<file path="config.mk">
export PLATFORM = sky130hd
export DESIGN_NAME = nonpreemptive_lcfs_sjf_scheduler
export DESIGN_NICKNAME = d
export VERILOG_FILES = /design/src/design/nlss_pkg.sv /design/src/design/nlss_store.sv /design/src/design/nlss_pick.sv /design/src/design/nonpreemptive_lcfs_sjf_scheduler.sv
export SDC_FILE = /design/constraint.sdc
export NUM_CORES = 2
export LEC_CHECK = 0
export ABC_AREA = 0
export BUFFER_PORTS_ARGS = -buffer_cell sky130_fd_sc_hd__buf_2
export CORE_ASPECT_RATIO = 0.8
export CORE_MARGIN = 3
export CORE_UTILIZATION = 45
export CTS_CLUSTER_DIAMETER = 30
export CTS_CLUSTER_SIZE = 14
export DETAILED_ROUTE_END_ITERATION = 12
export RECOVER_POWER = 100
export REMOVE_ABC_BUFFERS = 1
export SYNTH_ARGS = -nofsm -noshare
export SYNTH_HDL_FRONTEND = slang
export SYNTH_SLANG_ARGS = --single-unit
</file>
<file path="constraint.sdc">
create_clock -name clock -period 12.5 [get_ports clock]
set_input_delay 2.5 -clock clock [delete_from_list [all_inputs] [get_ports clock]]
set_output_delay 2.5 -clock clock [all_outputs]
set_load 0.005 [all_outputs]
</file>
<file path="src/design/nlss_pkg.sv">
// ---------------------------------------------------------------------------
// nlss_pkg: shared types and constants of the batch scheduler
// Field widths, payload structs, the memory entry, controller states and the
// control bundle between the controller and the selection unit.
// ---------------------------------------------------------------------------
package nlss_pkg;

   localparam int ARR_W  = 16;
   localparam int BUR_W  = 16;
   localparam int TIME_W = 23;
   localparam int SUM_W  = 29;
   localparam int PNUM_W = 7;

   typedef struct packed {
      logic [ARR_W-1:0] arrival_time;
      logic [BUR_W-1:0] burst_time;
      logic             last_process;
   } req_type;

   typedef struct packed {
      logic [PNUM_W-1:0] process_number;
      logic [TIME_W-1:0] wait_time;
      logic [TIME_W-1:0] turnaround_time;
      logic [SUM_W-1:0]  total_wait;
      logic [SUM_W-1:0]  total_turnaround;
      logic              last_result;
   } rsp_type;

   typedef struct packed {
      logic [ARR_W-1:0] arrival;
      logic [BUR_W-1:0] burst;
      logic             done;  // set once the process has run in this batch
   } entry_type;

   typedef enum logic [1:0] {
      ST_IDLE,
      ST_SCAN,
      ST_DECIDE,
      ST_EMIT
   } state_type;

   typedef struct packed {
      logic clear;  // start a new pass over the stored processes
      logic valid;  // an entry read from the store arrives this cycle
   } pick_ctrl_type;

endpackage

</file>
<file path="src/design/nlss_store.sv">
// ---------------------------------------------------------------------------
// nlss_store: process table
// One write port and one read port; read data is registered.
// ---------------------------------------------------------------------------
module nlss_store #(
   parameter int DEPTH = 64,
   parameter int IDX_W = 6
) (
   input  logic                clock,
   input  logic                wr_en,
   input  logic [IDX_W-1:0]    wr_addr,
   input  nlss_pkg::entry_type wr_data,
   input  logic                rd_en,
   input  logic [IDX_W-1:0]    rd_addr,
   output nlss_pkg::entry_type rd_data
);

   nlss_pkg::entry_type mem_ff [DEPTH];
   nlss_pkg::entry_type rd_data_ff;

   // write one entry when enabled: a loaded process or a finish-mark write-back
   always_ff @(posedge clock) begin
      if (wr_en) begin
         mem_ff[wr_addr] <= wr_data;
      end
   end

   // registered read during the scan
   always_ff @(posedge clock) begin
      if (rd_en) begin
         rd_data_ff <= mem_ff[rd_addr];
      end
   end

   assign rd_data = rd_data_ff;

endmodule

</file>
<file path="src/design/nlss_pick.sv">
// ---------------------------------------------------------------------------
// nlss_pick: selection unit
// Sees one stored process per cycle during a pass and keeps the best ready
// candidate under the active policy and the earliest pending arrival.
// ---------------------------------------------------------------------------
module nlss_pick #(
   parameter int IDX_W = 6
) (
   input  logic                             clock,
   input  logic                             reset,
   input  nlss_pkg::pick_ctrl_type          ctrl,
   input  logic [IDX_W-1:0]                 entry_idx,
   input  nlss_pkg::entry_type              entry,
   input  logic                             entry_done,
   input  logic [nlss_pkg::TIME_W-1:0]      cur_time,
   input  logic                             policy,
   output logic                             found,
   output logic [IDX_W-1:0]                 best_idx,
   output logic [nlss_pkg::ARR_W-1:0]       best_arrival,
   output logic [nlss_pkg::BUR_W-1:0]       best_burst,
   output logic [nlss_pkg::ARR_W-1:0]       min_arrival
);

   logic                       found_ff, found_in;
   logic [IDX_W-1:0]           best_idx_ff, best_idx_in;
   logic [nlss_pkg::ARR_W-1:0] best_arr_ff, best_arr_in;
   logic [nlss_pkg::BUR_W-1:0] best_bur_ff, best_bur_in;
   logic [nlss_pkg::ARR_W-1:0] min_arr_ff, min_arr_in;
   logic                       ready;
   logic                       better;

   // compare the arriving entry with the held candidate
   always_comb begin
      ready = !entry_done && (nlss_pkg::TIME_W'(entry.arrival) <= cur_time);
      if (!policy) begin
         better = entry.arrival > best_arr_ff;
      end else begin
         better = (entry.burst < best_bur_ff) ||
                  ((entry.burst == best_bur_ff) && (entry.arrival < best_arr_ff));
      end

      found_in    = found_ff;
      best_idx_in = best_idx_ff;
      best_arr_in = best_arr_ff;
      best_bur_in = best_bur_ff;
      min_arr_in  = min_arr_ff;

      if (ctrl.clear) begin
         found_in   = 1'b0;
         min_arr_in = '1;
      end else if (ctrl.valid) begin
         if (ready && (!found_ff || better)) begin
            found_in    = 1'b1;
            best_idx_in = entry_idx;
            best_arr_in = entry.arrival;
            best_bur_in = entry.burst;
         end
         if (!entry_done && (entry.arrival < min_arr_ff)) begin
            min_arr_in = entry.arrival;
         end
      end
   end

   // hold the candidate between entries
   always_ff @(posedge clock) begin
      if (reset) begin
         found_ff   <= 1'b0;
         min_arr_ff <= '1;
      end else begin
         found_ff   <= found_in;
         min_arr_ff <= min_arr_in;
      end
      best_idx_ff <= best_idx_in;
      best_arr_ff <= best_arr_in;
      best_bur_ff <= best_bur_in;
   end

   assign found        = found_ff;
   assign best_idx     = best_idx_ff;
   assign best_arrival = best_arr_ff;
   assign best_burst   = best_bur_ff;
   assign min_arrival  = min_arr_ff;

endmodule

</file>
<file path="src/design/nonpreemptive_lcfs_sjf_scheduler.sv">
// Loading: one process per cycle; req_stall is low while no batch is running.
// Each selection scans the n stored processes through the table read port,
// and scans them again after a time jump; emission waits while rsp_stall holds.
// Synchronous active-high reset clears the counters, policy and result valid;
// the table is not cleared, a finish mark is cleared as its entry is loaded.
// ---------------------------------------------------------------------------
// nonpreemptive_lcfs_sjf_scheduler: batch LCFS / SJF scheduler
// Stores a batch of processes, then replays non-preemptive scheduling and
// emits number, wait and turnaround time per process, totals on the last.
// ---------------------------------------------------------------------------
module nonpreemptive_lcfs_sjf_scheduler #(
   parameter int MAX_PROCESSES = 64
) (
   input  logic              clock,
   input  logic              reset,
   input  logic              req_valid,
   output logic              req_stall,
   input  nlss_pkg::req_type req_data,
   output logic              rsp_valid,
   input  logic              rsp_stall,
   output nlss_pkg::rsp_type rsp_data,
   input  logic              csr_wr_en,
   input  logic              csr_wr_data
);

   localparam int IDX_W = (MAX_PROCESSES > 1) ? $clog2(MAX_PROCESSES) : 1;
   localparam int CNT_W = $clog2(MAX_PROCESSES + 1);
   localparam int TW    = nlss_pkg::TIME_W;
   localparam int SW    = nlss_pkg::SUM_W;

   nlss_pkg::state_type       state_ff, state_in;
   logic                      policy_ff;
   logic [CNT_W-1:0]          count_ff, count_in;
   logic [CNT_W-1:0]          done_ff, done_in;
   logic [CNT_W-1:0]          issue_ff, issue_in;
   logic                      rd_valid_ff, rd_valid_in;
   logic [IDX_W-1:0]          rd_idx_ff, rd_idx_in;
   logic [TW-1:0]             cur_time_ff, cur_time_in;
   logic [SW-1:0]             wait_sum_ff, wait_sum_in;
   logic [SW-1:0]             tat_sum_ff, tat_sum_in;
   logic [TW-1:0]             wait_ff, wait_in;
   logic [TW-1:0]             tat_ff, tat_in;
   logic                      rsp_valid_ff, rsp_valid_in;
   nlss_pkg::rsp_type         rsp_data_ff, rsp_data_in;

   logic                      mem_wr_en;
   logic                      mem_rd_en;
   logic [IDX_W-1:0]          mem_wr_addr;
   nlss_pkg::entry_type       mem_wr_data;
   nlss_pkg::entry_type       mem_rd_data;
   nlss_pkg::pick_ctrl_type   pick_ctrl;
   logic                      pick_found;
   logic [IDX_W-1:0]          pick_idx;
   logic [nlss_pkg::ARR_W-1:0] pick_arr;
   logic [nlss_pkg::BUR_W-1:0] pick_bur;
   logic [nlss_pkg::ARR_W-1:0] pick_min;
   logic                      slot_free;
   logic [CNT_W-1:0]          done_next;
   logic                      is_last;
   logic [SW-1:0]             wait_total;
   logic [SW-1:0]             tat_total;

   // process table; the finish mark is written back in the cycle before the
   // next pass starts reading, so reads and writes never meet on one entry
   nlss_store #(
      .DEPTH (MAX_PROCESSES),
      .IDX_W (IDX_W)
   ) u_store (
      .clock   (clock),
      .wr_en   (mem_wr_en),
      .wr_addr (mem_wr_addr),
      .wr_data (mem_wr_data),
      .rd_en   (mem_rd_en),
      .rd_addr (issue_ff[IDX_W-1:0]),
      .rd_data (mem_rd_data)
   );

   // candidate selection over one pass
   nlss_pick #(
      .IDX_W (IDX_W)
   ) u_pick (
      .clock        (clock),
      .reset        (reset),
      .ctrl         (pick_ctrl),
      .entry_idx    (rd_idx_ff),
      .entry        (mem_rd_data),
      .entry_done   (mem_rd_data.done),
      .cur_time     (cur_time_ff),
      .policy       (policy_ff),
      .found        (pick_found),
      .best_idx     (pick_idx),
      .best_arrival (pick_arr),
      .best_burst   (pick_bur),
      .min_arrival  (pick_min)
   );

   assign slot_free  = !rsp_valid_ff || !rsp_stall;
   assign done_next  = done_ff + CNT_W'(1);
   assign is_last    = (done_next == count_ff);
   assign wait_total = wait_sum_ff + SW'(wait_ff);
   assign tat_total  = tat_sum_ff + SW'(tat_ff);

   // next state and datapath control
   always_comb begin
      state_in    = state_ff;
      count_in    = count_ff;
      done_in     = done_ff;
      issue_in    = issue_ff;
      rd_valid_in = 1'b0;
      rd_idx_in   = rd_idx_ff;
      cur_time_in = cur_time_ff;
      wait_sum_in = wait_sum_ff;
      tat_sum_in  = tat_sum_ff;
      wait_in     = wait_ff;
      tat_in      = tat_ff;
      rsp_data_in = rsp_data_ff;
      mem_wr_en   = 1'b0;
      mem_rd_en   = 1'b0;
      mem_wr_addr = count_ff[IDX_W-1:0];
      mem_wr_data.arrival = req_data.arrival_time;
      mem_wr_data.burst   = req_data.burst_time;
      mem_wr_data.done    = 1'b0;
      pick_ctrl   = '0;
      pick_ctrl.valid = rd_valid_ff;
      req_stall   = (state_ff != nlss_pkg::ST_IDLE);

      // drop the result once taken
      rsp_valid_in = rsp_valid_ff && rsp_stall;

      case (state_ff)
         nlss_pkg::ST_IDLE: begin
            if (req_valid) begin
               if (count_ff < CNT_W'(MAX_PROCESSES)) begin
                  mem_wr_en = 1'b1;
                  count_in  = count_ff + CNT_W'(1);
               end
               if (req_data.last_process) begin
                  issue_in        = '0;
                  done_in         = '0;
                  pick_ctrl.clear = 1'b1;
                  state_in        = nlss_pkg::ST_SCAN;
               end
            end
         end
         nlss_pkg::ST_SCAN: begin
            if (issue_ff < count_ff) begin
               mem_rd_en   = 1'b1;
               rd_valid_in = 1'b1;
               rd_idx_in   = issue_ff[IDX_W-1:0];
               issue_in    = issue_ff + CNT_W'(1);
            end else if (!rd_valid_ff) begin
               state_in = nlss_pkg::ST_DECIDE;
            end
         end
         nlss_pkg::ST_DECIDE: begin
            if (pick_found) begin
               wait_in  = cur_time_ff - TW'(pick_arr);
               tat_in   = wait_in + TW'(pick_bur);
               state_in = nlss_pkg::ST_EMIT;
            end else begin
               // nothing ready: jump to the earliest pending arrival, rescan
               cur_time_in     = TW'(pick_min);
               issue_in        = '0;
               pick_ctrl.clear = 1'b1;
               state_in        = nlss_pkg::ST_SCAN;
            end
         end
         nlss_pkg::ST_EMIT: begin
            if (slot_free) begin
               rsp_valid_in                 = 1'b1;
               rsp_data_in.process_number   = nlss_pkg::PNUM_W'(pick_idx) +
                                              nlss_pkg::PNUM_W'(1);
               rsp_data_in.wait_time        = wait_ff;
               rsp_data_in.turnaround_time  = tat_ff;
               rsp_data_in.total_wait       = is_last ? wait_total : '0;
               rsp_data_in.total_turnaround = is_last ? tat_total : '0;
               rsp_data_in.last_result      = is_last;
               if (is_last) begin
                  // batch complete: return to an empty table
                  count_in    = '0;
                  done_in     = '0;
                  cur_time_in = '0;
                  wait_sum_in = '0;
                  tat_sum_in  = '0;
                  state_in    = nlss_pkg::ST_IDLE;
               end else begin
                  // write back the entry with its finish mark set
                  mem_wr_en           = 1'b1;
                  mem_wr_addr         = pick_idx;
                  mem_wr_data.arrival = pick_arr;
                  mem_wr_data.burst   = pick_bur;
                  mem_wr_data.done    = 1'b1;
                  done_in         = done_next;
                  cur_time_in     = cur_time_ff + TW'(pick_bur);
                  wait_sum_in     = wait_total;
                  tat_sum_in      = tat_total;
                  issue_in        = '0;
                  pick_ctrl.clear = 1'b1;
                  state_in        = nlss_pkg::ST_SCAN;
               end
            end
         end
         default: begin
            state_in = nlss_pkg::ST_IDLE;
         end
      endcase
   end

   // control registers
   always_ff @(posedge clock) begin
      if (reset) begin
         state_ff     <= nlss_pkg::ST_IDLE;
         policy_ff    <= 1'b0;
         count_ff     <= '0;
         done_ff      <= '0;
         issue_ff     <= '0;
         rd_valid_ff  <= 1'b0;
         cur_time_ff  <= '0;
         wait_sum_ff  <= '0;
         tat_sum_ff   <= '0;
         rsp_valid_ff <= 1'b0;
      end else begin
         state_ff     <= state_in;
         if (csr_wr_en) begin
            policy_ff <= csr_wr_data;
         end
         count_ff     <= count_in;
         done_ff      <= done_in;
         issue_ff     <= issue_in;
         rd_valid_ff  <= rd_valid_in;
         cur_time_ff  <= cur_time_in;
         wait_sum_ff  <= wait_sum_in;
         tat_sum_ff   <= tat_sum_in;
         rsp_valid_ff <= rsp_valid_in;
      end
   end

   // payload registers
   always_ff @(posedge clock) begin
      rd_idx_ff   <= rd_idx_in;
      wait_ff     <= wait_in;
      tat_ff      <= tat_in;
      rsp_data_ff <= rsp_data_in;
   end

   assign rsp_valid = rsp_valid_ff;
   assign rsp_data  = rsp_data_ff;

   // fewer processes finished than loaded while a batch runs
   a_done_below_count: assert property (@(posedge clock) disable iff (reset)
      (state_ff != nlss_pkg::ST_IDLE) |-> (done_ff < count_ff))
      else $error("finished count reached loaded count inside a batch");

   // an idle processor only ever jumps forward in time
   a_jump_forward: assert property (@(posedge clock) disable iff (reset)
      ((state_ff == nlss_pkg::ST_DECIDE) && !pick_found)
         |-> (TW'(pick_min) > cur_time_ff))
      else $error("time jump does not move forward");

   // a selected process has already arrived
   a_pick_arrived: assert property (@(posedge clock) disable iff (reset)
      ((state_ff == nlss_pkg::ST_DECIDE) && pick_found)
         |-> (TW'(pick_arr) <= cur_time_ff))
      else $error("process selected before its arrival");

   // the final transfer of a batch empties the table
   a_batch_close: assert property (@(posedge clock) disable iff (reset)
      ((state_ff == nlss_pkg::ST_EMIT) && slot_free && is_last)
         |=> ((state_ff == nlss_pkg::ST_IDLE) && (count_ff == '0) && rsp_valid_ff
              && rsp_data_ff.last_result))
      else $error("batch not closed after final result");

endmodule

</file>
==> out/results.tsv <==
metric	value	unit
status	finished with violations	
failing checks	capacitance limit, slew limit	
ys async rst share	0	
initial antenna violation count	26	
GR Overflow Total	0	
Post-CTS Setup Repair Bufs	0	
maximum VDD drop	0.152	mV
hold_buf cts	0	
gr usage total	0.232	
# IOs	153	
final slew viol count	1882	
Static Leak	38.5	nW
area delta synth->final	19.6	%
worst hold margin	0.415	ns
count of cell types in the netlist	79	
Nets	5635	
RSZ-0062 raised after global routing	no	
final non-filler cell total	8733	
buffers added on ports	152	
Fin. Hold Viols	0	
global-route wire length before repair	380000	um
GP Congestion	0.869	
root buffer cell	clkbuf_16	
number of global-route vias before repair	51553	
Yosys Warn Count	0	
clock transition at the registers of the reported paths	0.05	ns
Worst Tran Pin Value	9.28	ns
Main synth FF type	edfxtp_1	
PwrDens	210	mW/mm2
Startpoint Class	register	
drt total wl	264000	um
Tmin final	9.53	ns
Placed Cells incl. Taps	7946	
drt via density	5.93	
sequential fraction of the synthesis area	0.733	
worst-path fanout max	110	
starting density of the core	0.455	
Starting DRT DRC Count	5903	
clk_lat worst skew	0.88	ns
post-cts gate resize count	0	
via count	51811	
CP Data Arrival Time	10.17	ns
synthesized instance count	4949	
clock skew	0.0592	ns
Clock Path Buffers	4	
ANT nets after route	0	
clk sinks	2471	
Mapped Area	0.0995	mm2
max-capacitance violation count	45	
post-route setup slack	2.97	ns
Pre-Repair DR Iteration Count	5	
crit share post-route	0.762	
worst min path class	reg2reg	
row count	153	
fraction of layout cells with a size suffix above 1	0.284	
DIE WIDTH	532	um
Post-Layout Inst Area	0.119	mm2
H-tree Lvls	5	
Setup Crit Path Kind	reg2reg	
Core ar.	0.219	mm2
Setup Viol. Count Final	0	
placed cell area	0.105	mm2
die height	427	um
register bit count reported by yosys	2471	
DRC violations left	0	
TritonCTS clock tree	built	
f_max	0.105	GHz
total power	0.0250	W
CP Data Required Time	13.14	ns
Post-synth EDFFs	2347	
worst slack, placed	4.55	ns
HPWL after DPL	158000	um
largest net degree at the start of global routing	138	
DIE AREA	0.227	mm2
Slew Limit Headroom	-5.19	
average cell area after synthesis	20.1	um2
CTS buffer count	417	
Crit. End Element	register	
WL/cell	30.2	um
-- placed cells by master (no fill, tap or decap), types with 37 or more instances in the layout --
master	n
a21o_1	54
a21oi_1	124
buf_2	69
buf_4	84
bufinv_16	67
clkbuf_1	145
clkbuf_16	423
clkinv_1	49
clkinv_2	60
clkinvlp_4	38
dfxtp_1	121
edfxtp_1	2347
ha_1	171
inv_1	122
inv_6	40
mux4_2	693
nand2_1	173
nand3_1	37
nand4_1	38
nor2_1	182
nor2_4	64
o21ai_0	109
xnor2_1	79
xor2_1	49
-- through the flow --
stage	TNS [ns]	util
2_1_floorplan	-865.25	-
3_5_place_dp	0	0.480
5_1_grt	0	0.544
3_3_place_gp	0	0.480
4_1_cts	0	0.546
6_report	0	0.544
-- cell usage after synthesis, types with 12 or more instances --
master / number / area share
o21a_1: 32 / 0.0024
a31oi_1: 13 / 0.00082
o2111ai_1: 20 / 0.0018
xor2_1: 49 / 0.0043
nand4_1: 38 / 0.0024
a21o_1: 54 / 0.0041
nand3_1: 37 / 0.0019
dfxtp_1: 124 / 0.025
nand2_1: 166 / 0.0063
nand2b_1: 22 / 0.0014
xnor2_1: 79 / 0.0070
and2_1: 12 / 0.00075
nor2_1: 247 / 0.0093
a211oi_1: 14 / 0.0011
and3_1: 15 / 0.00094
buf_1: 66 / 0.0025
o21ai_0: 117 / 0.0059
clkbuf_1: 142 / 0.0054
nor2b_1: 16 / 0.0010
mux4_2: 693 / 0.16
o31ai_1: 16 / 0.0012
a21oi_1: 124 / 0.0062
edfxtp_1: 2347 / 0.71
or3_1: 18 / 0.0011
nor3_1: 29 / 0.0015
a22oi_1: 14 / 0.0011
inv_1: 122 / 0.0046
ha_1: 171 / 0.021
-- kinds of logic after synthesis --
| family | synth area share |
|---|---|
| compound gates | 0.0323 |
| xor+xnor | 0.0122 |
| fa+ha+maj | 0.0225 |
| buf+inv | 0.0130 |
| flops | 0.733 |
| mux | 0.157 |
| simple gates | 0.0297 |
-- metal layers --
metal | track usage | wire length (um) | vias up
met1 | 0.352 | 116000 | 27598
met3 | 0.0435 | 21300 | 382
li1 | - | - | 21575
met5 | 0 | 33 | -
met4 | 0.0615 | 6850 | 4
met2 | 0.346 | 119000 | 2252
-- critical path: stages, from the launching register on --
cell,delay (ns)
dfxtp_4,0.68
clkbuf_1,6.44
mux4_2,1.60
mux4_2,0.44
-- cell type report --
class / count / area (um2)
fillers: 16771 / 99600
flip-flops and latches: 2471 / 73000
multi-input cells: 2138 / 25900
clock buffers: 463 / 10800
clock inverters: 306 / 3720
well taps: 2945 / 3680
repair buffers: 266 / 1480
inverters: 126 / 474
diodes: 18 / 45.0
-- path summary, 6_finish.rpt --
| path | startpoint | to | cells after the start | slack (ns) |
|---|---|---|---|---|
| max | issue_ff[3] | u_store.rd_data[21] | 3 | 2.97 |
| min | rd_idx_ff[4] | u_pick.best_idx[4] | 0 | 0.41 |
| max reg2reg | issue_ff[3] | u_store.rd_data[21] | 3 | 2.97 |
| min reg2reg | rd_idx_ff[4] | u_pick.best_idx[4] | 0 | 0.41 |
-- flip-flops by register name (all words and copies together) (netlist names), 16 cells and up --
name	flops
tat_ff	23
rsp_data	112
u_pick.best_arrival	16
tat_sum_ff	29
u_store.rd_data	33
u_store.mem_ff	2112
wait_ff	23
cur_time_ff	23
wait_sum_ff	29
u_pick.min_arrival	16
u_pick.best_burst	16
-- power by group --
part | internal [W] | switching [W] | total (W)
combinational | 0.00141 | 0.00225 | 0.00366
sequential | 0.00953 | 0.000130 | 0.00966
clock | 0.00763 | 0.00406 | 0.0117
total | 0.0186 | 0.00644 | 0.0250
No activity file was read; power rests on OpenSTA's default activity.
